===== src/alw_pkg.sv =====
// package for the polyline arc-length weight unit
// shared payload structs, queue entry, back-end state enum and defaults
// no dependencies
package alw_pkg;

    localparam int FRAC_BITS_DEF    = 16;
    localparam int LENGTH_WIDTH_DEF = 40;
    localparam int QUEUE_DEPTH_DEF  = 4;
    localparam int LEN_MAX_W        = 48;

    typedef struct packed {
        logic signed [31:0] pos_x;
        logic signed [31:0] pos_y;
        logic signed [31:0] pos_z;
        logic               line_start;
        logic               set_start;
        logic [39:0]        line_length;
        logic [15:0]        cp_count;
    } alw_in_t;

    typedef struct packed {
        logic [47:0] alpha_weight;
        logic        degenerate;
    } alw_out_t;

    // one classified vertex handed from front to back
    typedef struct packed {
        logic [31:0]          dx;
        logic [31:0]          dy;
        logic [31:0]          dz;
        logic                 first;
        logic [31:0]          offset;
        logic [15:0]          span;
        logic [LEN_MAX_W-1:0] len;
    } alw_job_t;

    typedef enum logic [2:0] {
        B_IDLE,
        B_SQ,
        B_ROOT,
        B_RUN,
        B_MUL,
        B_DIV,
        B_OUT
    } alw_bstate_t;

endpackage


===== src/alw_queue.sv =====
// short job queue between front and back ends
// depends on alw_pkg
module alw_queue #(
    parameter int DEPTH = alw_pkg::QUEUE_DEPTH_DEF
) (
    input  logic              aclk,
    input  logic              aresetn,
    input  logic              push,
    input  alw_pkg::alw_job_t push_job,
    output logic              full,
    input  logic              pop,
    output logic              empty,
    output alw_pkg::alw_job_t pop_job
);
    import alw_pkg::*;

    localparam int PW = (DEPTH > 1) ? $clog2(DEPTH) : 1;
    localparam int CW = $clog2(DEPTH + 1);

    alw_job_t        slot_reg [DEPTH];
    logic [PW-1:0]   wr_ptr_reg, rd_ptr_reg;
    logic [CW-1:0]   fill_reg;

    assign full    = (fill_reg == CW'(DEPTH));
    assign empty   = (fill_reg == '0);
    assign pop_job = slot_reg[rd_ptr_reg];

    function automatic logic [PW-1:0] bump(input logic [PW-1:0] p);
        return (p == PW'(DEPTH - 1)) ? '0 : p + PW'(1);
    endfunction

    always_ff @(posedge aclk) begin
        if (push) begin
            slot_reg[wr_ptr_reg] <= push_job;
        end
    end

    always_ff @(posedge aclk) begin
        if (!aresetn) begin
            wr_ptr_reg <= '0;
            rd_ptr_reg <= '0;
            fill_reg   <= '0;
        end else begin
            if (push) wr_ptr_reg <= bump(wr_ptr_reg);
            if (pop)  rd_ptr_reg <= bump(rd_ptr_reg);
            if (push && !pop)      fill_reg <= fill_reg + CW'(1);
            else if (pop && !push) fill_reg <= fill_reg - CW'(1);
        end
    end

    assert property (@(posedge aclk) disable iff (!aresetn) full |-> !push)
        else $error("queue written while full");
    assert property (@(posedge aclk) disable iff (!aresetn) empty |-> !pop)
        else $error("queue read while empty");
    assert property (@(posedge aclk) disable iff (!aresetn)
        (push && !pop) |=> (fill_reg == $past(fill_reg) + CW'(1)))
        else $error("fill count lost a write");

endmodule


===== config.mk =====
export PLATFORM = sky130hd
export DESIGN_NAME = alw_queue
export DESIGN_NICKNAME = d
export VERILOG_FILES = /design/src/alw_pkg.sv /design/src/alw_queue.sv
export SDC_FILE = /design/constraint.sdc
export NUM_CORES = 1
export LEC_CHECK = 0
export CAP_MARGIN = 30
export CORE_ASPECT_RATIO = 0.5
export CORE_MARGIN = 2
export CORE_UTILIZATION = 30
export CTS_BUF_LIST = sky130_fd_sc_hd__clkbuf_16
export CTS_CLUSTER_DIAMETER = 50
export CTS_CLUSTER_SIZE = 14
export DETAILED_ROUTE_END_ITERATION = 8
export DONT_BUFFER_PORTS = 1
export GPL_ROUTABILITY_DRIVEN = 0
export PLACE_DENSITY_LB_ADDON = 0.12
export SLEW_MARGIN = 25
export SYNTH_ARGS = -nofsm -noshare
export SYNTH_HDL_FRONTEND = slang
export SYNTH_SLANG_ARGS = --single-unit
export TNS_END_PERCENT = 5

===== constraint.sdc =====
create_clock -name aclk -period 6 [get_ports aclk]
set_input_delay 1.2 -clock aclk [delete_from_list [all_inputs] [get_ports aclk]]
set_output_delay 1.2 -clock aclk [all_outputs]
set_load 0.02 [all_outputs]

### Yosys cells after proc, flatten, opt, wreduce, memory -nomap -nowiden

Memories as Yosys holds them, arrays and structs flattened. A register that Yosys moved wholly into a read port is not among the register bits.
Cells that the tools add are included.

* add/sub/neg operators: 4
* equal/unequal tests: 3
* multiplexer cells: 8
* reduce and logical (&&, ||, !) cells: 6

Operator list (number)
* 2-bit two-way mux: 4
* 3-bit two-way mux: 2
* 2-bit by 1-bit adder with 2-bit output (second input constant): 2
* 2-bit == test (second input constant): 2
* 3-bit by 1-bit adder with 3-bit output (second input constant): 1
* 3-bit == test (second input constant): 1
* 3-bit logical NOT: 1
* 3-bit by 1-bit subtractor with 3-bit output (second input constant): 1
* 1-bit logical AND: 2
* 1-bit logical NOT: 2
* 1-bit two-way mux: 2
* 2-bit nonzero test: 1

* bits in registers: 7
* RAM bits: 772
* input bits: 197
* output and inout port bits: 195
* word-level logic and storage cells: 25
* memories kept: 1

Memory list
* slot_reg: depth 4, width 193, read ports 1, clocked after Yosys merged registers in 1, write ports 1, line alw_queue.sv:20 `alw_job_t slot_reg [DEPTH];`

### Logic depth before layout (Yosys ltp)

* depth after elaboration: 4
* gate-level depth with buffers: 7
* gate-level depth less buffers: 7

### Worst setup path before layout

No wires, ideal clock.

* path type: input -> register
* start: in push
* end: mem slot_reg[0][0] in the netlist's numbering (enable)
* library setup time: 576 ps
* arrival time: 5582 ps
* required time: 5424 ps
* slack: -158 ps
* stages on the path: 1
* path buffers: 0
* path through: and2_1

* longest elaborated chain between the ends: 2

Ends and longest elaborated chain
* from (decl): line alw_queue.sv:8 `input logic push,`
* 1-bit two-way mux: line alw_queue.sv:33 `if (push) begin`
* 1-bit two-way mux (not written as such): line alw_queue.sv:34 `slot_reg[wr_ptr_reg] <= push_job;`
* to (decl): line alw_queue.sv:20

Every way passes these cells.

==> impl_metrics.csv <==
group,metric,value,unit
worst_setup_path,slowest_stage,"mux4_1",
flow_run,maxCapViolCount,0,
pwr,vdd_drop_max,204,uV
cts,cts_tree,"yes",
routing,initialDrtViolationCount,852,
synth,netlist.area_leader.share,0.812,
routing,route.met2.wl,37800,um
routing,wl,66700,um
layout,fin_nets,1310,
layout,instances_no_fill,2386,
cts,numCtsBuffers,71,
cts,cts-htree-levels,3,
worst_setup_path,worstSetupStartpointType,"flop",
cts,cts_hold_buf,0,
worst_setup_path,cp_max_fo,48,
worst_setup_path,cp_num_buf_inv,1,
timing,finalCritPeriodShare,0.654,
synth,ys_types,25,
synth,yosysTopAreaCell,"edfxtp_1",
floorplan,coreArea,93600,um2
synth,async_reset_ff_frac,0,
timing,slew_viol_final,0,
floorplan,die_area,97800,um2
synth,yosysSeqAreaShare,0.818,
timing,finalSetupViolCount,0,
timing,rsz0062_at_grt,"false",
routing,via_per_inst,4.68,
global_route,grt_use_total,0.137,
timing,period_minus_slack,3.92,ns
pwr,power.density,361,nW/um2
timing,max_freq,255,MHz
synth,syn-num-nets,1256,
cts,clkLatencyLatePin,0.66,ns
routing,drt_first_pass_iters,5,
synth,netlist_instances,1052,
cts,clock-sinks,781,
routing,remaining_drc_errors,0,
cts,clkTransAtPathRegs,0.06,ns
layout,multiInputGateArea,4780,um2
timing,hold_ws,0.537,ns
cts,cts_setup_buffers,0,
synth,postSynthAreaPerCell,27.1,um2
pwr,power_leakage,0.00973,uW
synth,synth-seq-cells,781,
layout,nFillCells,8517,
timing,hold_viol_final,0,
timing,setup_slack,2.08,ns
synth,netlist_area,28500,um2
floorplan,rows,79,
worst_setup_path,arrival,2.72,ns
global_route,grt_max_degree,101,
layout,seqCellArea,23400,um2
synth,ys_warn_count,0,
floorplan,die_y,222,um
layout,diodes,0,
layout,drive_gt1_frac,0.242,
routing,wl_per_cell,28.0,um
global_route,grt_overflow,0,
place,preCtsSetupSlack,2.63,ns
timing,max-slew-margin-rel,0.404,
layout,stdcell_area,32200,um2
global_route,grt_pass1_wl,94000,um
synth,synth_common_cells,"edfxtp_1, mux4_2, mux4_1, buf_2, buf_6",
synth,synth-edff-count,772,
worst_setup_path,cp.required,4.80,ns
cts,cts.repair.resized,0,
timing,skew,0.0166,ns
worst_setup_path,critPathTopFamily,"multiplexers",
layout,largest_register_ffs,772,
synth,synthTopCellsByArea,"edfxtp_1, mux4_2, mux4_1",
synth,synth_flop_cell,"edfxtp_1",
place,place.port_buffers,0,
floorplan,start_util,0.305,
worst_setup_path,max_stage_delay,0.78,ns
min_path,min_path_type,"flop to flop",
floorplan,ios,392,
floorplan,die_w,440,um
synth,yosysMostFrequentCell,"edfxtp_1",
cts,cts_root_buf,"clkbuf_16",
worst_setup_path,path_class,"flop to output pin",
worst_setup_path,crit_path_cell_trace,"buf_12 > mux4_1",
routing,antenna_left,0,
run_status,status,"completed",
routing,wl_met1,24200,um
layout,syn_to_final_growth,13.0,%
timing,worst_pin_slew,0.894,ns
routing,wl_met3,2890,um
routing,vias,11200,
cts,cts.path.max_buffers,3,
routing,highest_layer,"met4",
global_route,grt_pass1_vias,12000,
global_route,antenna_found_initial,0,
worst_setup_path,endpoint_kind,"output pin",
place,dp_cells,2288,
place,dp_hpwl,41300,um
place,place_area,30100,um2
-- tightest hold or removal path: stages (launching register included) --
cell and delay, ns:
dfxtp_1 0.31, mux2i_1 0.12, nor2b_1 0.07
-- layout make-up --
cell class / count / share of cell area
well taps: 1255 / 0.0487
multi-input cells: 224 / 0.148
clock inverters: 25 / 0.00986
flip-flops and latches: 781 / 0.725
repair buffers: 24 / 0.0114
inverters: 4 / 0.000466
clock buffers: 73 / 0.0567
-- logic make-up (layout without fill, tap and decap cells) --
family	Yosys count	count (layout)	share of synthesized area
multiplexers	197	197	0.159
flip-flops	781	781	0.818
adder cells (fa/ha/maj)	7	7	0.00333
buffers and inverters	47	126	0.0145
XOR/XNOR	2	2	0.000614
AO/OA/AOI/OAI	3	3	0.000701
AND/OR/NAND/NOR	15	15	0.00316
-- per-layer routing --
layer  up-vias  global-route usage
met5         -                   0
met4         0              0.0445
met2       218               0.257
met1      6154               0.150
met3       102              0.0337
li1       4689                   -
-- cells in the final DEF, fill, tap and decap left out, drive strengths merged --
cell / netlist / layout
mux2i: 4 / 4
nor3b: 1 / 1
buf: 42 / 24
inv: 4 / 13
clkinvlp: 0 / 3
dfxtp: 9 / 9
fa: 1 / 1
nor3: 2 / 2
clkbuf: 1 / 73
and2: 5 / 5
xnor2: 1 / 1
nor2: 1 / 1
o21ai: 1 / 1
nor2b: 5 / 5
o21a: 1 / 1
edfxtp: 772 / 772
clkinv: 0 / 9
mux4: 193 / 193
ha: 6 / 6
xor2: 1 / 1
a21boi: 1 / 1
bufinv: 0 / 4
or3: 1 / 1
-- worst paths after layout --
kind	from	cells past startpoint	endpoint	slack, ns
max	flop	2	pop_job[156]	2.08
min	rd_ptr_reg[1]	2	flop	0.54
max reg2reg	wr_ptr_reg[0]	5	slot_reg[0][141]	3.44
min reg2reg	rd_ptr_reg[1]	2	flop	0.54
-- per-stage QoR --
step	utilization	total power [uW]	setup TNS (ns)
global placement	0.321	7390	0
detailed placement	0.322	7410	0
global route	0.344	12100	0
CTS	0.344	11900	0
finish	0.344	11600	0
floorplan	-	7160	-91.27
-- power breakdown --
part	switching [uW]	total (uW)	leakage (uW)	internal (uW)
clock network	2010	4390	0.00106	2380
registers	63.6	6320	0.00717	6260
logic	626	919	0.00151	293
No activity file was read; power rests on OpenSTA's default activity.
