--- src/alw_pkg.sv ---
// package for the polyline arc-length weight unit
// shared payload structs, queue entry, back-end state enum and defaults
// no dependencies
package alw_pkg;

    localparam int FRAC_BITS_DEF    = 16;
    localparam int LENGTH_WIDTH_DEF = 40;
    localparam int QUEUE_DEPTH_DEF  = 4;
    localparam int LEN_MAX_W        = 48;

    typedef struct packed {
        logic signed [31:0] pos_x;
        logic signed [31:0] pos_y;
        logic signed [31:0] pos_z;
        logic               line_start;
        logic               set_start;
        logic [39:0]        line_length;
        logic [15:0]        cp_count;
    } alw_in_t;

    typedef struct packed {
        logic [47:0] alpha_weight;
        logic        degenerate;
    } alw_out_t;

    // one classified vertex handed from front to back
    typedef struct packed {
        logic [31:0]          dx;
        logic [31:0]          dy;
        logic [31:0]          dz;
        logic                 first;
        logic [31:0]          offset;
        logic [15:0]          span;
        logic [LEN_MAX_W-1:0] len;
    } alw_job_t;

    typedef enum logic [2:0] {
        B_IDLE,
        B_SQ,
        B_ROOT,
        B_RUN,
        B_MUL,
        B_DIV,
        B_OUT
    } alw_bstate_t;

endpackage

--- src/alw_back.sv ---
// back end: distance, running length, ratio division and output register
// depends on alw_pkg
module alw_back #(
    parameter int FRAC_BITS    = alw_pkg::FRAC_BITS_DEF,
    parameter int LENGTH_WIDTH = alw_pkg::LENGTH_WIDTH_DEF
) (
    input  logic              aclk,
    input  logic              aresetn,
    input  logic              q_empty,
    output logic              q_pop,
    input  alw_pkg::alw_job_t q_job,
    output logic              m_valid,
    input  logic              m_ready,
    output alw_pkg::alw_out_t m_data
);
    import alw_pkg::*;

    localparam int LW  = LENGTH_WIDTH;
    localparam int FW  = 16 + FRAC_BITS;           // fraction width
    localparam int NUMW = LW + 16;                 // run * span
    localparam int NW  = NUMW + FRAC_BITS;         // dividend bits
    localparam int DCW = $clog2(NW + 1);
    localparam int AW  = 32 + FRAC_BITS + 1;
    localparam longint EPS = ((64'd1 << FRAC_BITS) + 64'd9999) / 64'd10000;
    localparam int ROOT_STEPS = 33;

    alw_bstate_t state_reg, state_next;

    alw_job_t          job_reg;
    logic [1:0]        sq_idx_reg;
    logic [65:0]       sum_reg;
    logic [63:0]       prod;
    logic [31:0]       sq_sel;
    logic [35:0]       rem_reg;
    logic [35:0]       rem_try;
    logic [35:0]       trial;
    logic [33:0]       root_reg;
    logic [5:0]        root_cnt_reg;
    logic [LW-1:0]     run_reg;
    logic [LW:0]       run_sum;
    logic [LW-1:0]     run_sat;
    logic [LW-1:0]     len;
    logic [NW-1:0]     dvd_reg;
    logic [LW:0]       drem_reg;
    logic [LW:0]       drem_try;
    logic              drem_ge;
    logic [FW-1:0]     quo_reg;
    logic [FW-1:0]     quo_last;
    logic [DCW-1:0]    div_cnt_reg;
    logic [FW-1:0]     full_span;
    logic [FW-1:0]     clamp;
    logic [FW-1:0]     frac_reg;
    logic              deg_reg;
    logic [AW-1:0]     alpha;
    logic              out_valid_reg;
    alw_out_t          out_reg;
    logic              out_load;
    logic              run_big;

    assign len       = job_reg.len[LW-1:0];
    assign full_span = FW'(job_reg.span) << FRAC_BITS;
    assign clamp     = (full_span > FW'(EPS)) ? full_span - FW'(EPS) : '0;

    always_comb begin
        case (sq_idx_reg)
            2'd0:    sq_sel = job_reg.dx;
            2'd1:    sq_sel = job_reg.dy;
            default: sq_sel = job_reg.dz;
        endcase
    end
    assign prod = sq_sel * sq_sel;

    // two bits of the square sum per step
    assign rem_try = {rem_reg[33:0], sum_reg[65:64]};
    assign trial   = {root_reg, 2'b01};

    assign run_sum = {1'b0, run_reg} + (LW + 1)'(root_reg);
    assign run_sat = run_sum[LW] ? {LW{1'b1}} : run_sum[LW-1:0];
    assign run_big = (run_sat >= len);

    assign drem_try = {drem_reg[LW-1:0], dvd_reg[NW-1]};
    assign drem_ge  = (drem_try >= {1'b0, len});
    assign quo_last = {quo_reg[FW-2:0], drem_ge};

    assign alpha = (AW'(job_reg.offset) << FRAC_BITS) + AW'(frac_reg);

    // next state
    always_comb begin
        state_next = state_reg;
        unique case (state_reg)
            B_IDLE: if (!q_empty) state_next = B_SQ;
            B_SQ:   if (sq_idx_reg == 2'd2) state_next = B_ROOT;
            B_ROOT: if (root_cnt_reg == 6'(ROOT_STEPS - 1)) state_next = B_RUN;
            B_RUN: begin
                if (job_reg.first || len == '0 || run_big) state_next = B_OUT;
                else                                         state_next = B_MUL;
            end
            B_MUL:  state_next = B_DIV;
            B_DIV:  if (div_cnt_reg == DCW'(NW - 1)) state_next = B_OUT;
            B_OUT:  if (out_load) state_next = B_IDLE;
            default: state_next = B_IDLE;
        endcase
    end

    // control outputs
    always_comb begin
        q_pop    = 1'b0;
        out_load = 1'b0;
        unique case (state_reg)
            B_IDLE:  q_pop    = !q_empty;
            B_OUT:   out_load = !out_valid_reg || m_ready;
            default: ;
        endcase
    end

    always_ff @(posedge aclk) begin
        if (!aresetn) begin
            state_reg     <= B_IDLE;
            run_reg       <= '0;
            out_valid_reg <= 1'b0;
        end else begin
            state_reg <= state_next;
            if (out_load)              out_valid_reg <= 1'b1;
            else if (m_ready)          out_valid_reg <= 1'b0;
            if (state_reg == B_RUN)    run_reg <= job_reg.first ? '0 : run_sat;
        end
    end

    always_ff @(posedge aclk) begin
        unique case (state_reg)
            B_IDLE: begin
                job_reg    <= q_job;
                sq_idx_reg <= '0;
                sum_reg    <= '0;
            end
            B_SQ: begin
                sum_reg      <= sum_reg + 66'(prod);
                sq_idx_reg   <= sq_idx_reg + 2'd1;
                rem_reg      <= '0;
                root_reg     <= '0;
                root_cnt_reg <= '0;
            end
            B_ROOT: begin
                if (rem_try >= trial) begin
                    rem_reg  <= rem_try - trial;
                    root_reg <= {root_reg[32:0], 1'b1};
                end else begin
                    rem_reg  <= rem_try;
                    root_reg <= {root_reg[32:0], 1'b0};
                end
                sum_reg      <= {sum_reg[63:0], 2'b00};
                root_cnt_reg <= root_cnt_reg + 6'd1;
            end
            B_RUN: begin
                if (job_reg.first) begin
                    deg_reg  <= 1'b0;
                    frac_reg <= '0;
                end else if (len == '0) begin
                    deg_reg  <= 1'b1;
                    frac_reg <= clamp;
                end else begin
                    deg_reg  <= 1'b0;
                    frac_reg <= clamp;
                end
            end
            B_MUL: begin
                dvd_reg     <= {NUMW'(run_reg) * NUMW'(job_reg.span), {FRAC_BITS{1'b0}}};
                drem_reg    <= '0;
                quo_reg     <= '0;
                div_cnt_reg <= '0;
            end
            B_DIV: begin
                if (drem_ge) begin
                    drem_reg <= drem_try - {1'b0, len};
                    quo_reg  <= {quo_reg[FW-2:0], 1'b1};
                end else begin
                    drem_reg <= drem_try;
                    quo_reg  <= {quo_reg[FW-2:0], 1'b0};
                end
                dvd_reg     <= {dvd_reg[NW-2:0], 1'b0};
                div_cnt_reg <= div_cnt_reg + DCW'(1);
                // last division step lands the quotient, clamped
                if (div_cnt_reg == DCW'(NW - 1)) begin
                    frac_reg <= (quo_last < clamp) ? quo_last : clamp;
                end
            end
            B_OUT: begin
                if (out_load) begin
                    out_reg.alpha_weight <= (alpha > AW'(48'hFFFF_FFFF_FFFF))
                                            ? 48'hFFFF_FFFF_FFFF : 48'(alpha);
                    out_reg.degenerate   <= deg_reg;
                end
            end
            default: ;
        endcase
    end

    assign m_valid = out_valid_reg;
    assign m_data  = out_reg;

    assert property (@(posedge aclk) disable iff (!aresetn)
        (state_reg == B_DIV) |-> (drem_reg < {1'b0, len}))
        else $error("division remainder out of range");
    assert property (@(posedge aclk) disable iff (!aresetn)
        q_pop |-> (state_reg == B_IDLE && !q_empty))
        else $error("job taken outside idle");
    assert property (@(posedge aclk) disable iff (!aresetn)
        (state_reg == B_OUT) |-> (frac_reg <= full_span))
        else $error("fraction above span");
    assert property (@(posedge aclk) disable iff (!aresetn)
        out_load |=> m_valid)
        else $error("result lost at output register");

endmodule

--- config.mk ---
export PLATFORM = sky130hd
export DESIGN_NAME = alw_back
export DESIGN_NICKNAME = d
export VERILOG_FILES = /design/src/alw_pkg.sv /design/src/alw_back.sv
export SDC_FILE = /design/constraint.sdc
export NUM_CORES = 2
export LEC_CHECK = 0
export BUFFER_PORTS_ARGS = -buffer_cell sky130_fd_sc_hd__buf_2
export CAP_MARGIN = 20
export CORE_MARGIN = 2
export CORE_UTILIZATION = 38
export DETAILED_ROUTE_END_ITERATION = 8
export PLACE_DENSITY_LB_ADDON = 0.15
export SETUP_SLACK_MARGIN = 0.2
export SLEW_MARGIN = 0
export SYNTH_ARGS = -nofsm -noshare
export SYNTH_HDL_FRONTEND = slang
export SYNTH_SLANG_ARGS = --single-unit
export TNS_END_PERCENT = 50
--- constraint.sdc ---
create_clock -name aclk -period 35.5 [get_ports aclk]
set_input_delay 1.775 -clock aclk [delete_from_list [all_inputs] [get_ports aclk]]
set_output_delay 1.775 -clock aclk [all_outputs]
set_load 0.005 [all_outputs]
## Word-level counts from Yosys, hierarchy flattened

Index checks and enable logic that the tools add are counted.

- Output and inout bits: 51
- Word-level logic and storage cells: 105
- Input bits: 197
- Bits in registers: 603

- Magnitude comparators: 6
- Add/subtract/negate cells: 9
- Muxes and demuxes: 33
- Reduce and logical (&&, ||, !) cells: 17
- Equal/unequal tests: 15
- $mul: 2

Operator list:

| operator | count |
|---|---|
| $pmux W66 S3 | 1 |
| $pmux W72 S2 | 1 |
| $pmux W34 S2 | 2 |
| $mux W32 | 4 |
| $pmux W32 S2 | 2 |
| $mux W40 | 3 |
| $pmux W40 S2 | 1 |
| $add A66 B64 Y66 | 1 |
| $mul A32 B32 Y64 | 1 |
| $pmux W31 S2 | 1 |
| $mul A40 B16 Y56 | 1 |
| $add A48 B32 Y49 | 1 |
| $gt A49 B48 Y1 const B | 1 |
| $add A40 B34 Y41 | 1 |
| $ge A41 B40 Y1 | 1 |
| $ge A40 B40 Y1 | 1 |
| $logic_not A40 Y1 | 1 |
| $sub A40 B40 Y40 | 1 |
| $ge A36 B36 Y1 | 1 |
| $mux W34 | 1 |
| $sub A34 B34 Y34 | 1 |
| $gt A32 B3 Y1 const B | 1 |
| $lt A32 B32 Y1 | 1 |
| $sub A32 B3 Y32 const B | 1 |
| 26 further kinds | 51 |

## Depth between registers and ports, before layout

- Depth in word-level cells: 6
- Depth in mapped cells: 39
- Mapped depth without buffers: 36

## Least setup slack after synthesis

No wires, ideal clock.

- Path kind: register to register
- Start point: register state_reg[0]
- End point: register job_reg, in the netlist full_span[16] (enable)
- Setup time: 0.956 ns
- Stages on the path, launching flop included: 5
- Arrival time: 13.259 ns
- Data required time: 34.544 ns
- Path buffers: 3
- Path slack: 21.284 ns
- Clock period less this slack: 14.216 ns
- Cell sequence: dfxtp_1 clkbuf_1 clkbuf_1 clkbuf_1 nor3_1

- Cells in the longest elaborated chain, start to end: 1

Ends and longest elaborated chain:

| element | RTL line | RTL |
|---|---|---|
| start, declared | alw_back.sv:27 | `alw_bstate_t state_reg, state_next;` |
| start signal, assigned | alw_back.sv:122 | `state_reg <= state_next;` |
| $logic_not A3 Y1 | alw_back.sv:130 | `unique case (state_reg)` |
| end signal, assigned | alw_back.sv:132 | `job_reg <= q_job;` |
| end, declared | alw_back.sv:29 | `alw_job_t job_reg;` |

Every way passes these cells.
A chain may end at the register's enable or synchronous reset.

## Worst setup path after layout

- Start point: register sq_idx_reg[0]
- End point: register sum_reg[65], data pin

- Cells in the longest elaborated chain, start to end: 5
- Elaborated cells on any way between the ends: 6
- Those cells by class: add/sub (1); mul (1); eq/ne (1); mux (2); reduce/logical (1)

Ends and longest elaborated chain:

| element | RTL line | RTL |
|---|---|---|
| start, declared | alw_back.sv:30 | `logic [1:0] sq_idx_reg;` |
| start signal, assigned | alw_back.sv:138 | `sq_idx_reg <= sq_idx_reg + 2'd1;` |
| $eq A2 B1 Y1 / $logic_not A2 Y1 (equally long branches) | alw_back.sv:65 | `case (sq_idx_reg)` |
| $pmux W32 S2 * | alw_back.sv:65 |  |
| $mul A32 B32 Y64 * | alw_back.sv:71 | `assign prod = sq_sel * sq_sel;` |
| $add A66 B64 Y66 * | alw_back.sv:137 | `sum_reg <= sum_reg + 66'(prod);` |
| $pmux W66 S3 * | alw_back.sv:130 |  |
| end signal, assigned | alw_back.sv:137 |  |
| end signal, assigned | alw_back.sv:151 | `sum_reg <= {sum_reg[63:0], 2'b00};` |
| end, declared | alw_back.sv:31 | `logic [65:0] sum_reg;` |

Every way passes the cells marked *; elsewhere a longest branch is shown, timed or not.

==> summary.txt <==
Global route
  • GRT overflow: 0
  • First-pass GRT wire length: 369,000 µm
  • Initial antenna violation count: 17
  • GRT Util Overall: 22.3%
  • Vias in the first global route: between 60,000 and 70,000
  • Largest net degree at the start of global routing: about 140

Clock tree
  • Clk pin slew, worst setup/hold paths: about 0.060 ns
  • Clk_lat worst skew: between 0.7 and 0.8 ns
  • H-tree depth: 3
  • CTS Buf Count: 81
  • Bufs on Longest Clock Path: 3
  • CTS tree: built
  • Hold-fix buffers, CTS: 0
  • Root Driver: clkbuf_16
  • Post CTS Setup Buffer Count: 0
  • CTS sink count: 587
  • Cts repair resizes: 0

Timing
  • Fmax: 81.8 MHz
  • Final worst path period share: between 30% and 40%
  • Tmin final: approximately 12 ns
  • Slew Limit Fails: 0
  • Setup violations, final: 0
  • Slew @ Worst Pin: around 1.1 ns
  • RSZ-0062 raised after global routing: false
  • Setup TNS: 0 ns
  • Worst Skew: around 0.040 ns
  • Hold Fails Final Rpt: 0
  • Slew margin rel.: roughly a quarter
  • Hold WS: around 0.48 ns

Synth
  • Mapped Area: ~80,000 µm²
  • Synth top area cells: fa_1, edfxtp_1, ha_1
  • Synth Flop Type: edfxtp_1
  • Synth unique cells: 92
  • Largest area contributor in the netlist: fa_1
  • Number of synthesized register bits: between 500 and 600
  • Sequential fraction of the synthesis area: a little over a fifth
  • Cells after synthesis: between 8,000 and 9,000
  • Synth top area share: about a third
  • Syn_nets: 10,600
  • Ys async rst share: 0%
  • Number of synthesized flops with an enable pin: around 540
  • Synthesized area per cell: about 9.6 µm²
  • Yosys Warn Count: 0

Critical path
  • R2r worst-path depth: 35
  • Worst setup SP type: flip-flop
  • Crit. End Element: flip-flop
  • CP Data Required Time: about 36 ns
  • WS Path Type: reg -> reg
  • Data arrival, critical path: about 13 ns
  • Crit path top cell by count: fa_1
  • Reg-to-reg slack, setup: approximately 23 ns
  • CP peak stage delay: approximately 0.9 ns
  • FF-to-FF End: sum_reg[65]
  • Reg2reg start: sq_idx_reg[0]
  • Max Fanout on Critical Path: 30
  • Slowest CP cell: a21o_1

Cells and area
  • Fin nets: roughly 11,000
  • Most frequent cells in the layout: inv_1, fa_1, nand2_1
  • Commonest non-fill, non-tap cell in the layout: inv_1
  • Syn-to-layout area delta: 8.92%
  • # fillers: ~21,000
  • Max reg flops: ~170
  • Layout cell share with drive strength beyond 1: a little under 7%

Outcome
  • Status: complete, no violations

Routing
  • Initial DRC Count: 3,235
  • Vias per cell: slightly above 5
  • Final Routed Wirelength: between 200,000 and 250,000 µm
  • Remaining antenna violation count: 0
  • DR vias: between 50,000 and 60,000
  • Drt drc: 0
  • WL/cell: slightly above 20 µm
  • DRT Pass-1 Iters: 5

Die
  • Die ar.: between 200,000 and 250,000 µm²
  • Num rows: between 150 and 200
  • Core ar.: between 200,000 and 250,000 µm²
  • I/O Pins: between 200 and 250
  • Starting Density: about two fifths
  • Die Y: ~460 µm
  • Die W: 464 µm

Placement
  • Post-DP HPWL: 178,000 µm
  • RD Place Congestion: between 0.8 and 0.9
  • PortBufs: around 240

Worst hold path
  • Hold path depth: 1
  • HP Start: run_reg[29]
  • Worst hold path type: reg -> reg
  • Hold path endpoint: run_reg[29]

Run
  • Max-cap violations: 0
==> logic make-up after synthesis <==
family                   count (synthesis)  share of synthesized area (%)
AO/OA/AOI/OAI                         1084                           8.76
XOR/XNOR                               253                           2.76
buffers and inverters                 2227                           10.5
adder cells (fa/ha/maj)               1992                           44.2
flip-flops                             587                           21.4
multiplexers                            49                          0.636
AND/OR/NAND/NOR                       2170                           11.8
==> metal layers <==
metal  routed length [µm]  global-route usage [%]  part of all wire [%]
met3                11000                    3.19                   4.7
met4                 7230                    6.31                   3.1
met5                   48                       0                 0.021
met2               114000                    38.3                    49
met1                99500                    29.1                    43
==> cell usage after synthesis (14+ instances only) <==
master       n
a21o_1     173
and2_1     173
and3_1      42
nand2_1   1053
a22o_1      66
nand2b_1    50
or2_2       14
nand4_1     62
o31ai_1     14
nand3_1     65
dfxtp_1     44
a211oi_1    29
mux2_2      14
buf_2       15
o21bai_1    43
nor4_1      22
ha_1       587
mux2i_1     33
fa_1      1405
a21oi_1    324
o21ai_0    195
clkbuf_1   343
xor2_1     106
edfxtp_1   543
inv_1     1849
o22ai_1     39
nor2b_1     43
xnor2_1    147
nor2_1     556
nor3_1      52
a31oi_1     34
o21ai_1     22
o21a_1      37
o211ai_1    14
==> critical path, delay by kind of cell, from the launching register on <==
kind,cells,cell delay (ns)
flops,1,0.42
fa+ha+maj,10,4.62
buf+inv,10,2.26
simple gates,3,0.71
compound gates,11,3.66
xor+xnor,1,0.16
==> through the flow <==
stage               instance area [µm²]  cells  util [%]  setup WS [ns]
detailed placement                84600  11200      40.3          23.38
CTS                               87400  11300      41.7          23.33
global route                      87400  11300      41.7          22.92
finish                            87400  11300      41.7          23.28
global placement                  84600  11200      40.3          23.43
floorplan                         80300   8362         -          21.28
==> how the worst max path moves through the flow <==
stage	slack, ns	cells past startpoint	from	to
final	23.28	35	sq_idx_reg[0]	sum_reg[65]
after global routing	22.92	35	sq_idx_reg[0]	sum_reg[65]
after detailed placement	23.38	35	sq_idx_reg[0]	sum_reg[65]
after CTS	23.33	33	sq_idx_reg[0]	sum_reg[65]
after global placement	23.43	32	sq_idx_reg[0]	sum_reg[65]
after floorplan	21.28	4	state_reg[0]	full_span[16]
==> area by class of cell <==
type	instances	area, µm²	area share, %
multi-input combinational	5548	54900	62.7
sequential	587	17200	19.7
inverter	1859	6980	7.98
tap	2805	3510	4.01
timing repair buffer	357	2100	2.41
clock buffer	92	2070	2.37
clock inverter	58	706	0.807
antenna	6	15.0	0.0172
Power is not shown: default switching activity piles up to over one toggle a cycle in this logic, so the estimate is an artifact.
