## config.mk

```make
export PLATFORM = sky130hd
export DESIGN_NAME = alw_front
export DESIGN_NICKNAME = d
export VERILOG_FILES = /design/src/alw_pkg.sv /design/src/alw_front.sv
export SDC_FILE = /design/constraint.sdc
export NUM_CORES = 1
export LEC_CHECK = 0
export CORE_MARGIN = 1.5
export CORE_UTILIZATION = 35
export DETAILED_ROUTE_END_ITERATION = 8
export DONT_BUFFER_PORTS = 1
export PLACE_DENSITY = 0.63
export REMOVE_ABC_BUFFERS = 1
export SETUP_SLACK_MARGIN = 0.15
export SLEW_MARGIN = 20
export SYNTH_ARGS = -nofsm -noshare
export SYNTH_HDL_FRONTEND = slang
export SYNTH_SLANG_ARGS = --single-unit
```

## constraint.sdc

```tcl
create_clock -name aclk -period 4.2 [get_ports aclk]
set_clock_uncertainty 0.15 [all_clocks]
set_input_delay 0.42 -clock aclk [delete_from_list [all_inputs] [get_ports aclk]]
set_output_delay 0.42 -clock aclk [all_outputs]
set_load 0.01 [all_outputs]
```

## src/alw_pkg.sv

```systemverilog
// package for the polyline arc-length weight unit
// shared payload structs, queue entry, back-end state enum and defaults
// no dependencies
package alw_pkg;

    localparam int FRAC_BITS_DEF    = 16;
    localparam int LENGTH_WIDTH_DEF = 40;
    localparam int QUEUE_DEPTH_DEF  = 4;
    localparam int LEN_MAX_W        = 48;

    typedef struct packed {
        logic signed [31:0] pos_x;
        logic signed [31:0] pos_y;
        logic signed [31:0] pos_z;
        logic               line_start;
        logic               set_start;
        logic [39:0]        line_length;
        logic [15:0]        cp_count;
    } alw_in_t;

    typedef struct packed {
        logic [47:0] alpha_weight;
        logic        degenerate;
    } alw_out_t;

    // one classified vertex handed from front to back
    typedef struct packed {
        logic [31:0]          dx;
        logic [31:0]          dy;
        logic [31:0]          dz;
        logic                 first;
        logic [31:0]          offset;
        logic [15:0]          span;
        logic [LEN_MAX_W-1:0] len;
    } alw_job_t;

    typedef enum logic [2:0] {
        B_IDLE,
        B_SQ,
        B_ROOT,
        B_RUN,
        B_MUL,
        B_DIV,
        B_OUT
    } alw_bstate_t;

endpackage

```

## src/alw_front.sv

```systemverilog
// front end: accepts vertices, tracks line context and forms distance jobs
// depends on alw_pkg
module alw_front #(
    parameter int LENGTH_WIDTH = alw_pkg::LENGTH_WIDTH_DEF
) (
    input  logic             aclk,
    input  logic             aresetn,
    input  logic             s_valid,
    output logic             s_ready,
    input  alw_pkg::alw_in_t s_data,
    input  logic             q_full,
    output logic             q_push,
    output alw_pkg::alw_job_t q_job
);
    import alw_pkg::*;

    logic [31:0]             prev_x_reg, prev_y_reg, prev_z_reg;
    logic [31:0]             offset_reg, offset_next;
    logic [15:0]             count_reg;
    logic [LENGTH_WIDTH-1:0] len_reg, len_in;
    logic [LEN_MAX_W-1:0]    len_wide;
    logic [15:0]             span;

    function automatic logic [31:0] mag_diff(input logic [31:0] a, input logic [31:0] b);
        logic signed [32:0] d;
        logic signed [32:0] m;
        d = $signed({a[31], a}) - $signed({b[31], b});
        m = d[32] ? -d : d;
        return m[31:0];
    endfunction

    assign s_ready = !q_full;
    assign q_push  = s_valid && s_ready;

    assign len_wide = LEN_MAX_W'(s_data.line_length);
    assign len_in   = len_wide[LENGTH_WIDTH-1:0];

    always_comb begin
        offset_next = s_data.set_start ? 32'd0 : offset_reg + {16'd0, count_reg};
    end

    assign span = (count_reg >= 16'd1) ? count_reg - 16'd1 : 16'd0;

    always_comb begin
        q_job.dx     = mag_diff(s_data.pos_x, prev_x_reg);
        q_job.dy     = mag_diff(s_data.pos_y, prev_y_reg);
        q_job.dz     = mag_diff(s_data.pos_z, prev_z_reg);
        q_job.first  = s_data.line_start;
        q_job.offset = s_data.line_start ? offset_next : offset_reg;
        q_job.span   = span;
        q_job.len    = LEN_MAX_W'(len_reg);
    end

    always_ff @(posedge aclk) begin
        if (!aresetn) begin
            prev_x_reg <= '0;
            prev_y_reg <= '0;
            prev_z_reg <= '0;
            offset_reg <= '0;
            count_reg  <= '0;
            len_reg    <= '0;
        end else if (q_push) begin
            prev_x_reg <= s_data.pos_x;
            prev_y_reg <= s_data.pos_y;
            prev_z_reg <= s_data.pos_z;
            if (s_data.line_start) begin
                offset_reg <= offset_next;
                count_reg  <= s_data.cp_count;
                len_reg    <= len_in;
            end
        end
    end

endmodule

```

Word-level counts from Yosys, hierarchy flattened:

Index checks and enable logic that the tools add are counted.

* register bits: 184
* bits in read-only memories: 0
* logic and storage cells: 24
* bits in writable memories: 0
* memories kept: 0
* output and inout port bits: 195
* bits in latches: 0

* reductions and logical operators: 3
* bitwise operators: 0
* shift operators: 0
* equal/unequal tests: 0
* $lt $le $gt $ge: 1
* muxes and demuxes: 6
* $add $sub $neg: 8
* $mul: 0
* div/mod/pow operators: 0

Operator list (count)
* two-way mux 32 bit: 5
* subtractor 32 x 32 -> 33 bit: 3
* negator 32 bit: 3
* adder 32 x 16 -> 32 bit: 1
* >= comparator 16 x 1 -> 1 bit, second input constant: 1
* two-way mux 16 bit: 1
* subtractor 16 x 1 -> 16 bit, second input constant: 1
* AND reduction 2 bit: 1
* logical AND 1 bit: 1
* logical NOT 1 bit: 1

Logic depth before layout (Yosys ltp):

Gate-level depths: netlist of the first run.

* word-level depth: 3
* mapped depth: 16
* gate-level depth less buffers: 14

Worst setup path before layout of the first run:

Ideal clock, no wire load.

* path type: input -> output
* start point: input port s_data[122] in the netlist's numbering
* end point: output port q_job[192] in the netlist's numbering
* setup slack: -374 ps
* stages on the path: 14
* required time: 3630 ps
* data arrival time: 4004 ps
* cell sequence: inv_1 > ha_1 > inv_1 > fa_1 > a21o_1 > a311o_1 > a31oi_2 > o21ai_0 > xor2_1 > or4_1 > or4_4 > o311ai_1 > o221ai_1 > nor4_1

RTL lines
* from (decl): line alw_front.sv:10 `input alw_pkg::alw_in_t s_data,`
* to (decl): line alw_front.sv:13 `output alw_pkg::alw_job_t q_job`

==> impl_results.md, run 1 <==
- DRC: 0
- Layout cells sized above 1: a little over a quarter
- Num CTS Buffers: 17
- CP max FO: 4
- Root buffer cell: clkbuf_16
- Initial antenna violation count: 1
- Ys Warns: 0
- Full die area: between 40000 and 50000 µm²
- Largest net degree at the start of global routing: approximately 110
- Setup TNS: -30580 ps
- Port bufs: 0
- Failing checks: negative setup slack
- Final-stage net count: 3025
- Final Hold Viols: 0
- Post-synth EDFFs: 0
- Pwr dens: between 300 and 400 nW/µm²
- Post-Synthesis Cells: 2309
- Drt total wl: 64600 µm
- Synthesized area: about 16000 µm²
- Number of global-route vias before repair: about 18000
- Pre-CTS setup slack: -693 ps
- Fmax: 0.200 GHz
- CTS tree: done
- Overall power: between 7 and 8 mW
- Max VDD drop: 0.301 mV
- Vias/cell: 5.59
- CP endpoint kind: output port
- Critical setup path kind: reg -> out
- ANT cells: 0
- CTS max path bufs: 2
- Die height: 218 µm
- Min cycle time layout: 5000 ps
- Clk_lat worst skew: 510 ps
- Grt ovf: 0
- Unrepaired setup endpoints after global routing: true
- Die width: 218 µm
- Period utilisation layout: 119%
- Worst Hold Class: in -> reg
- Final setup vio count: 82
- Leakage: ~9.4 nW
- Routed vias: 18800
- IO Count: between 300 and 400
- Critical Path RT: 3630 ps
- Area of the core: 45600 µm²
- Clock sinks: between 150 and 200
- CP startpoint kind: flop
- Max reg flops: 40
- Seq/Total Area, Yosys: 22.7%
- Relative slew slack: between 20 and 30%
- Reg clk slew, reported paths: 80 ps
- Synthesized area per cell: roughly 7.0 µm²
- Max-slew violation count: 0
- Least-Margin Pin Slew: 1070 ps
- Initial DRT Pass Iterations: 6
- Placed cells: 3098
- Non-filler cells, final: 3359
- Final-layout fill cell count: 4012
- FFs w/ async S/R, synth: 0%
- WP data arrival: between 4000 and 5000 ps
- First-pass GRT wire length: approximately 95000 µm
- DR WL/cell: 19.2 µm
- Max-Cap Viols: 0
- Worst setup margin: -797 ps
- Distinct cell type count after synthesis: 92
- Detailed placement HPWL: 42000 µm
- 1st-iter DRT viols: around 1400
- Layout area overhead: 49.2%
- Routability Congestion: 0.930
- Core Rows: around 80
- Status: finished, violations left
- H-tree depth: 4
- Yosys reg bits: roughly 180
- DRT antenna net count: 0
- Initial Utilization: between 30% and 40%
- Tot GR Track Use: about a quarter
- Top_reg_cell synth: dfxtp_1
==> path summary, 6_finish.rpt <==
kind	start	end	slack, ps	cells past startpoint
max	prev_z_reg[0]	q_job[124]	-800	13
min	s_data[56]	offset_reg[18]	60	3
max reg2reg	count_reg[0]	offset_reg[12]	790	12
min reg2reg	prev_z_reg[5]	prev_z_reg[5]	300	2
==> layer usage <==
layer / track usage, % / wire length, µm / vias up
met3: 5.29 / 4100 / 157
met1: 29.7 / 26600 / 9027
li1: - / - / 8924
met2: 43.4 / 31400 / 685
met5: 0 / 0 / -
met4: 9.24 / 2440 / 0
==> Yosys cell counts (all sizes together) (6+ instances only) <==
library cell	count	area [µm²]
o311ai	6	52.6
a21boi	9	67.6
inv	142	533
or4b	6	63.8
and4	6	52.6
o21bai	12	90.1
a21oi	292	1460
or2	14	87.6
o31ai	19	163
and3	21	131
ha	117	1460
o21a	22	165
a211oi	17	128
o21ai	108	552
nand2	444	1670
o41ai	8	70.1
a2111oi	7	67.6
a21o	44	332
nand2b	14	87.6
xnor2	121	1060
buf	16	93.8
or4	14	109
xor2	68	596
a41oi	7	61.3
a31o	6	52.6
clkbuf	101	379
nor4	17	113
nor2b	15	93.8
o31a	9	78.8
or3	23	150
nand4	21	131
nor2	161	604
nand3	31	155
nor3	45	225
dfxtp	184	3680
o211ai	10	75.1
mux2i	7	70.1
a31oi	29	194
and2	21	133
a211o	8	70.1
==> per-stage QoR <==
stage	area, µm²	util, %	hold WS, ps
after floorplan	15800	-	286
after global placement	18800	41.3	292
after detailed placement	18800	41.3	296
after CTS	22800	49.9	2.50
after global routing	24200	53.1	69.0
final	24200	53.1	56.9
==> critical path, cell delays in order, from the launching register on <==
cell and delay, ps:
dfxtp_2 360, ha_4 140, inv_2 40, fa_2 370, buf_6 140, buf_4 120, xnor2_1 260, and3_4 280
and3b_1 230, or3b_4 440, or4_4 440, or4b_4 620, o31ai_4 250, xor2_2 230
==> where the power goes <==
group	total, mW	switching (mW)	internal [mW]
Combinational	3.67	1.98	1.69
Sequential	1.85	0.0458	1.80
Clock	1.77	0.910	0.863
Total	7.29	2.93	4.36
==> layout by cell type (no fill, tap or decap), drive strengths merged, types with 45 or more instances in the layout <==
| master | n |
|---|---|
| o21ai | 108 |
| buf | 371 |
| xor2 | 68 |
| ha | 117 |
| inv | 150 |
| xnor2 | 121 |
| dlygate4sd3 | 155 |
| nand2 | 444 |
| a21oi | 292 |
| dfxtp | 184 |
| nor3 | 45 |
| nor2 | 161 |
==> final cells by class <==
| type | count | area [µm²] | share of cell area, % |
|---|---|---|---|
| Sequential cell | 184 | 3690 | 15.3 |
| Inverter | 143 | 552 | 2.28 |
| Clock inverter | 15 | 201 | 0.833 |
| Multi-Input combinational cell | 1872 | 13900 | 57.3 |
| Clock buffer | 17 | 425 | 1.76 |
| Tap cell | 600 | 751 | 3.10 |
| Timing Repair Buffer | 528 | 4710 | 19.5 |
==> timing repair <==
action	4_1_cts	5_1_grt
gates cloned	4	3
hold endpoints to repair	167	0
pin swaps	129	124
gates resized for setup	287	215
hold buffers	155	0
setup buffers	36	31
endpoints found under the setup margin	106	109
==> logic make-up after synthesis <==
group | after synthesis | synth area share, %
flops | 184 | 22.7
other cells | 1 | 0.0231
simple gates | 873 | 24.6
buf+inv | 260 | 6.23
compound gates | 669 | 25.9
fa+ha+maj | 121 | 9.52
xor+xnor | 189 | 10.2
mux | 12 | 0.779
No activity file was read; power rests on OpenSTA's default activity.
==> inputs of run 2 (changes only) <==
Settings changed: BUFFER_PORTS_ARGS set to -buffer_cell sky130_fd_sc_hd__buf_4, CTS_BUF_LIST set to sky130_fd_sc_hd__clkbuf_4, DONT_BUFFER_PORTS 1 to unset, PLACE_DENSITY 0.63 to 0.7, REMOVE_ABC_BUFFERS 1 to unset.
==> impl_results.md, run 2 (synthesis gave the netlist of run 1 again) <==
- CP startpoint kind: flop
- Initial Utilization: 35.6%
- Final-stage net count: 3415
- Initial DRT Pass Iterations: 6
- Clk_lat worst skew: 760 ps
- Worst R2R End: offset_reg[12]
- Area of the core: 45600 µm²
- Initial antenna violation count: 3
- Die width: 218 µm
- Detailed placement HPWL: ~43000 µm
- DRC: 0
- CTS tree: done
- Full die area: 47600 µm²
- Most frequent cells in the layout: buf_4, nand2_1, a21oi_1
- Routed vias: 20400
- CP bufs+invs: 3
- Layout cells sized above 1: a little over a third
- Layout area overhead: 65.4%
- Drt total wl: approximately 65000 µm
- Worst Hold Class: in -> reg
- Max-slew violation count: 0
- Slowest cell on crit path: or4b_4
- Worst path max stage delay: around 550 ps
- Reg clk slew, reported paths: 200 ps
- Final setup vio count: 95
- Largest net degree at the start of global routing: 133
- R2R Path Start: offset_reg[0]
- Unrepaired setup endpoints after global routing: true
- Final Util: 58.9%
- Num CTS Buffers: 17
- Clock sinks: 184
- Min cycle time layout: approximately 5200 ps
- Relative slew slack: a little under a quarter
- Pre-CTS setup slack: -520 ps
- Hold path depth: 4
- CP Cell Sequence: ha_4 > inv_2 > fa_2 > a211oi_4 > o21ai_4 > a41oi_2 > xor2_1 > a31oi_2 > buf_4 > nor4_2 > or4b_4 > or4b_4 > o31ai_4 > xnor2_1 > buf_4
- Critical Path RT: 3630 ps
- R2r setup slk: 810 ps
- Cell family with most CP delay: simple AND/OR/NAND/NOR gates
- Leakage: 11.1 nW
- Hold EP: len_reg[3]
- Critical setup path kind: reg -> out
- Number of global-route vias before repair: between 15000 and 20000
- R2r worst-path depth: 14
- Final Hold Viols: 0
- Hold_sp: s_data[19]
- Die height: 218 µm
- CP endpoint kind: output port
- Vias/cell: 5.43
- Status: finished, violations left
- CTS max path bufs: 2
- Grt ovf: 0
- Core Rows: 78
- Fmax: 0.191 GHz
- Period utilisation layout: 125%
- WP data arrival: roughly 4700 ps
- Pwr dens: 259 nW/µm²
- Max-Cap Viols: 0
- IO Count: ~350
- Max VDD drop: roughly 0.28 mV
- Tot GR Track Use: 25.7%
- Leading cell type in the layout, fill and taps excluded: buf_4
- Root buffer cell: clkbuf_4
- Max reg flops: 40
- Port bufs: between 300 and 400
- First-pass GRT wire length: 99300 µm
- H-tree depth: 4
- Least-Margin Pin Slew: 1140 ps
- Worst setup margin: -1040 ps
- DR WL/cell: 17.4 µm
- Failing checks: negative setup slack
- 1st-iter DRT viols: between 1000 and 1500
- DRT antenna net count: 0
- Routability Congestion: approximately 0.94
- Overall power: just under 7 mW
- CP max FO: 3
-- run 2: worst max path at each step --
stage / start / to / cells past startpoint
floorplan: s_data[58] / q_job[124] / 14
global placement: s_data[58] / q_job[124] / 16
detailed placement: s_data[58] / q_job[124] / 16
CTS: prev_x_reg[0] / q_job[192] / 13
global route: prev_x_reg[4] / q_job[192] / 14
finish: prev_z_reg[0] / q_job[126] / 15
-- run 2: what timing repair did --
action | in CTS | in global routing
setup buffers | 73 | 32
setup endpoints to repair | 115 | 128
cloned | 7 | 1
hold buffers | 166 | 0
pin swaps | 152 | 119
endpoints found under the hold margin | 177 | 0
gates resized for setup | 330 | 144
-- run 2: final cells by class --
class,count,area [µm²]
fillers,3770,18800
multi-input cells,1872,13700
repair buffers,918,7790
flip-flops and latches,184,3720
well taps,600,751
inverters,143,573
clock inverters,15,195
clock buffers,17,128
diodes,3,7.51
-- run 2: tightest hold or removal path, delay by kind of cell --
kind | cells | cell delay [ps]
buffers and inverters | 2 | 660
and+or+nand+nor | 1 | 50
AOI/OAI and AO/OA | 1 | 50
-- run 2: report_power, final --
part / internal, mW / total, mW / switching, mW
clock: 0.292 / 1.13 / 0.839
combinational: 1.98 / 3.97 / 1.99
sequential: 1.81 / 1.84 / 0.0370
total: 4.08 / 6.95 / 2.87
-- run 2: per-layer routing --
metal  GRT usage, %  vias up  wire [µm]
met3           5.46      193       4120
met4           10.8        0       2590
li1               -     9728          -
met1           29.1     9677      25800
met2           46.3      787      32600
met5              0        -          0
-- run 2: metrics by stage --
step / instances / setup TNS (ps) / hold slack (ps) / area, µm²
after floorplan: 2316 / -55.8 / 286 / 16500
after global placement: 3438 / -9420 / 292 / 21600
after detailed placement: 3438 / -12920 / 296 / 21600
after CTS: 3716 / -65550 / 151 / 25900
after global routing: 3752 / -85360 / 180 / 26800
final: 3752 / -61370 / 275 / 26800
==> inputs of run 3 (changes only) <==
Settings changed: CORE_UTILIZATION 35 to 52, PLACE_DENSITY 0.7 to 0.92.
==> impl_results.md, run 3 <==
- Status: stopped before the end
- Root buffer cell: clkbuf_4
- Placed cells: 3220
- Synthesized area: 16200 µm²
- Die width: 180 µm
- Worst EP Category: primary output
- Synthesized area per cell: 7.02 µm²
- Synth top cells by count: nand2_1, a21oi_1, dfxtp_1
- Largest family of logic cells by synthesized area: compound AO/OA/AOI/OAI gates
- Detailed placement HPWL: between 40000 and 50000 µm
- CTS max path bufs: 2
- Num CTS Buffers: 17
- H-tree depth: 4
- Routability Congestion: about 0.94
- Top_reg_cell synth: dfxtp_1
- Tot GR Track Use: 73.7%
- Distinct cell type count after synthesis: around 90
- IO Count: 353
- Grt ovf: 240
- Simple-Gate Fraction of Synth Area: about a quarter
- Port bufs: 344
- Yosys reg bits: 184
- GR repair worst EP: q_job[190]
- Post-Synth XOR/XNOR Area: 10.2%
- Largest cells by area after synthesis: dfxtp_1, nand2_1, ha_1
- Tool error: [ERROR GRT-0232] Routing congestion too high. Check the congestion heatmap in the GUI.
- Count leader, synth: nand2_1
- Pre-CTS setup slack: -603 ps
- Synth area leader: dfxtp_1
- Clock sinks: around 180
- Largest net degree at the start of global routing: 84
- Core Rows: 64
- Post-synthesis adder-cell area fraction: 9.52%
- Stopping stage: global routing (5_1_grt)
- Mux cell area share after synthesis: 0.779%
- Die height: 180 µm
- Post-synth EDFFs: 0
- Initial Utilization: 52.9%
- Share of the synthesized area in the top cell type: 22.7%
- FFs w/ async S/R, synth: 0%
- Seq/Total Area, Yosys: a little under a quarter
- Post-Synthesis Cells: 2309
- Synth Area in Compound Gates: 25.9%
- Ys Warns: 0
run 3: per-layer routing:
metal  GRT usage [%]  overflow
met2            94.0       144
met5            13.0         2
met1            72.7         1
met4            73.5        89
met3            57.1         4
run 3: stage by stage:
| step | TNS, ps | instance area (µm²) |
|---|---|---|
| after floorplan | -55.8 | 16500 |
| after global placement | -7360 | 21300 |
| after detailed placement | -13390 | 21300 |
| after CTS | -43510 | 24900 |
run 3: kinds of logic after synthesis:
group,Yosys count
AND/OR/NAND/NOR,873
other,1
AO/OA/AOI/OAI,669
XOR/XNOR,189
adder cells (fa/ha/maj),121
buffers and inverters,260
multiplexers,12
flip-flops,184
run 3: repair_timing:
action                                  in CTS
buffers inserted                            66
cloned                                       6
hold buffers                               154
gates resized for setup                    281
endpoints found under the hold margin      155
pin swaps                                  125
endpoints found under the setup margin     114
==> inputs of run 4 (changes only) <==
Settings changed: CORE_UTILIZATION 52 to 40, CTS_BUF_LIST sky130_fd_sc_hd__clkbuf_4 to unset, PLACE_DENSITY 0.92 to unset, PLACE_DENSITY_LB_ADDON set to 0.15, SETUP_SLACK_MARGIN 0.15 to unset.
Clock period 4.2 ns to 5.45 ns, I/O delays scaled along.
==> impl_results.md, run 4 (synthesis gave the netlist of run 1 again) <==
- CTS tree: done
- Relative slew slack: approximately 28%
- Layout area overhead: 22.6%
- Port bufs: approximately 340
- Layout cells sized above 1: 18.0%
- Routed vias: 16900
- H-tree depth: 4
- Pwr dens: 241 nW/µm²
- Clock sinks: 184
- Status: complete, no violations
- Fmax: 0.193 GHz
- Max-Cap Viols: 0
- Largest net degree at the start of global routing: between 100 and 150
- Max reg flops: 40
- Hold path depth: 3
- Internal Power: 2.94 mW
- Sw Share: slightly below 40%
- Die width: 204 µm
- R2r setup slk: 1720 ps
- 1st-iter DRT viols: roughly 940
- ANT cells: 0
- Least-Margin Pin Slew: 1070 ps
- WP data arrival: 4480 ps
- Grt ovf: 0
- Die height: 204 µm
- Worst Hold Class: in -> reg
- Initial antenna violation count: 0
- Num CTS Buffers: 17
- Sw Pwr: 1.86 mW
- Area of the core: ~40000 µm²
- Vias/cell: about 5.4
- Period utilisation layout: 95.0%
- R2r worst-path depth: 11
- Initial Utilization: about two fifths
- Overall power: 4.80 mW
- Detailed placement HPWL: about 39000 µm
- Hold-fix buffers, CTS: 0
- CTS max path bufs: 2
- Unrepaired setup endpoints after global routing: false
- Clock power share: 26.9%
- Reg clk slew, reported paths: 80 ps
- Final setup vio count: 0
- DRT antenna net count: 0
- DRC: 0
- Most frequent cells in the layout: nand2_1, buf_4, a21oi_1
- Routability Congestion: ~0.88
- DR WL/cell: 16.0 µm
- Hold_sp: s_data[40]
- Full die area: between 40000 and 50000 µm²
- IO Count: roughly 350
- Core Rows: 73
- Drt total wl: 50000 µm
- Leakage: 8.04 nW
- R2R Path Start: count_reg[1]
- Root buffer cell: clkbuf_16
- Worst R2R End: offset_reg[11]
- CP max FO: 5
- Max VDD drop: 0.225 mV
- Combinational Power Share: roughly 44%
- Critical setup path kind: reg -> out
- Hold EP: len_reg[24]
- Final-stage net count: 2862
- Sequential power share: 29.5%
- CP endpoint kind: output port
- Leading cell type in the layout, fill and taps excluded: nand2_1
- Max-slew violation count: 0
- First-pass GRT wire length: 81600 µm
- Number of global-route vias before repair: 15900
- Clk_lat worst skew: 480 ps
- CP startpoint: prev_z_reg[0]
- Critical Path RT: between 4000 and 5000 ps
- Final Util: roughly 50%
- Tot GR Track Use: 24.0%
- Initial DRT Pass Iterations: 5
- Final Hold Viols: 0
- Setup TNS: 0 ps
- CP startpoint kind: flop
- Min cycle time layout: 5180 ps
- Min Hold Slack: roughly 160 ps
-- run 4: per-layer routing --
| metal | wire length (µm) | up-vias | GRT usage, % | share of wire [%] |
|---|---|---|---|---|
| li1 | - | 8610 | - | - |
| met1 | 23200 | 7883 | 31.1 | 46 |
| met2 | 23200 | 383 | 39.7 | 46 |
| met3 | 2840 | 44 | 5.40 | 5.7 |
| met4 | 782 | 0 | 6.51 | 1.6 |
| met5 | 0 | - | 0 | 0 |
-- run 4: metrics by stage --
step	worst slack (ps)	cells	area (µm²)
3_3_place_gp	372	3085	19200
6_report	273	3121	19900
2_1_floorplan	626	2316	16200
5_1_grt	37.9	3121	19900
4_1_cts	125	3117	19800
3_5_place_dp	307	3085	19200
-- run 4: worst max-delay path by stage --
stage	endpoint	slack [ps]	cells past startpoint
after global placement	q_job[192]	370	17
after global routing	q_job[192]	40	15
after floorplan	q_job[192]	630	14
final	q_job[124]	270	14
after detailed placement	q_job[124]	310	16
after CTS	q_job[124]	130	14
-- run 4: timing repair --
item / in CTS / in global routing
buffers inserted: 0 / 4
resized for setup: 0 / 15
setup endpoints to repair: 0 / 23
-- run 4: worst max-delay path: stages, from the launching register on --
cell	delay, ps
dfxtp_1	350
ha_1	180
inv_1	60
fa_1	440
a211oi_2	230
o21bai_1	110
a31oi_2	260
o21bai_1	100
xor2_1	210
or3_1	410
or4_1	530
or4b_4	580
o31ai_2	220
xor2_1	180
buf_4	140
-- run 4: final cells by class --
class                      instances  area (µm²)
timing repair buffer             365        2740
multi-input combinational       1872       11700
clock inverter                    13         158
clock buffer                      19         443
sequential                       184        3680
inverter                         143         543
fill                            4050       20000
tap                              525         657
-- run 4: power by group through the flow --
stage                     combinational [mW]  sequential, mW  clock (mW)
after detailed placement                2.07            1.45           0
final                                   2.09            1.42        1.29
after CTS                               2.08            1.42        1.34
after global routing                    2.29            1.42        1.39
after global placement                  2.04            1.45           0
after floorplan                         1.26            1.45           0
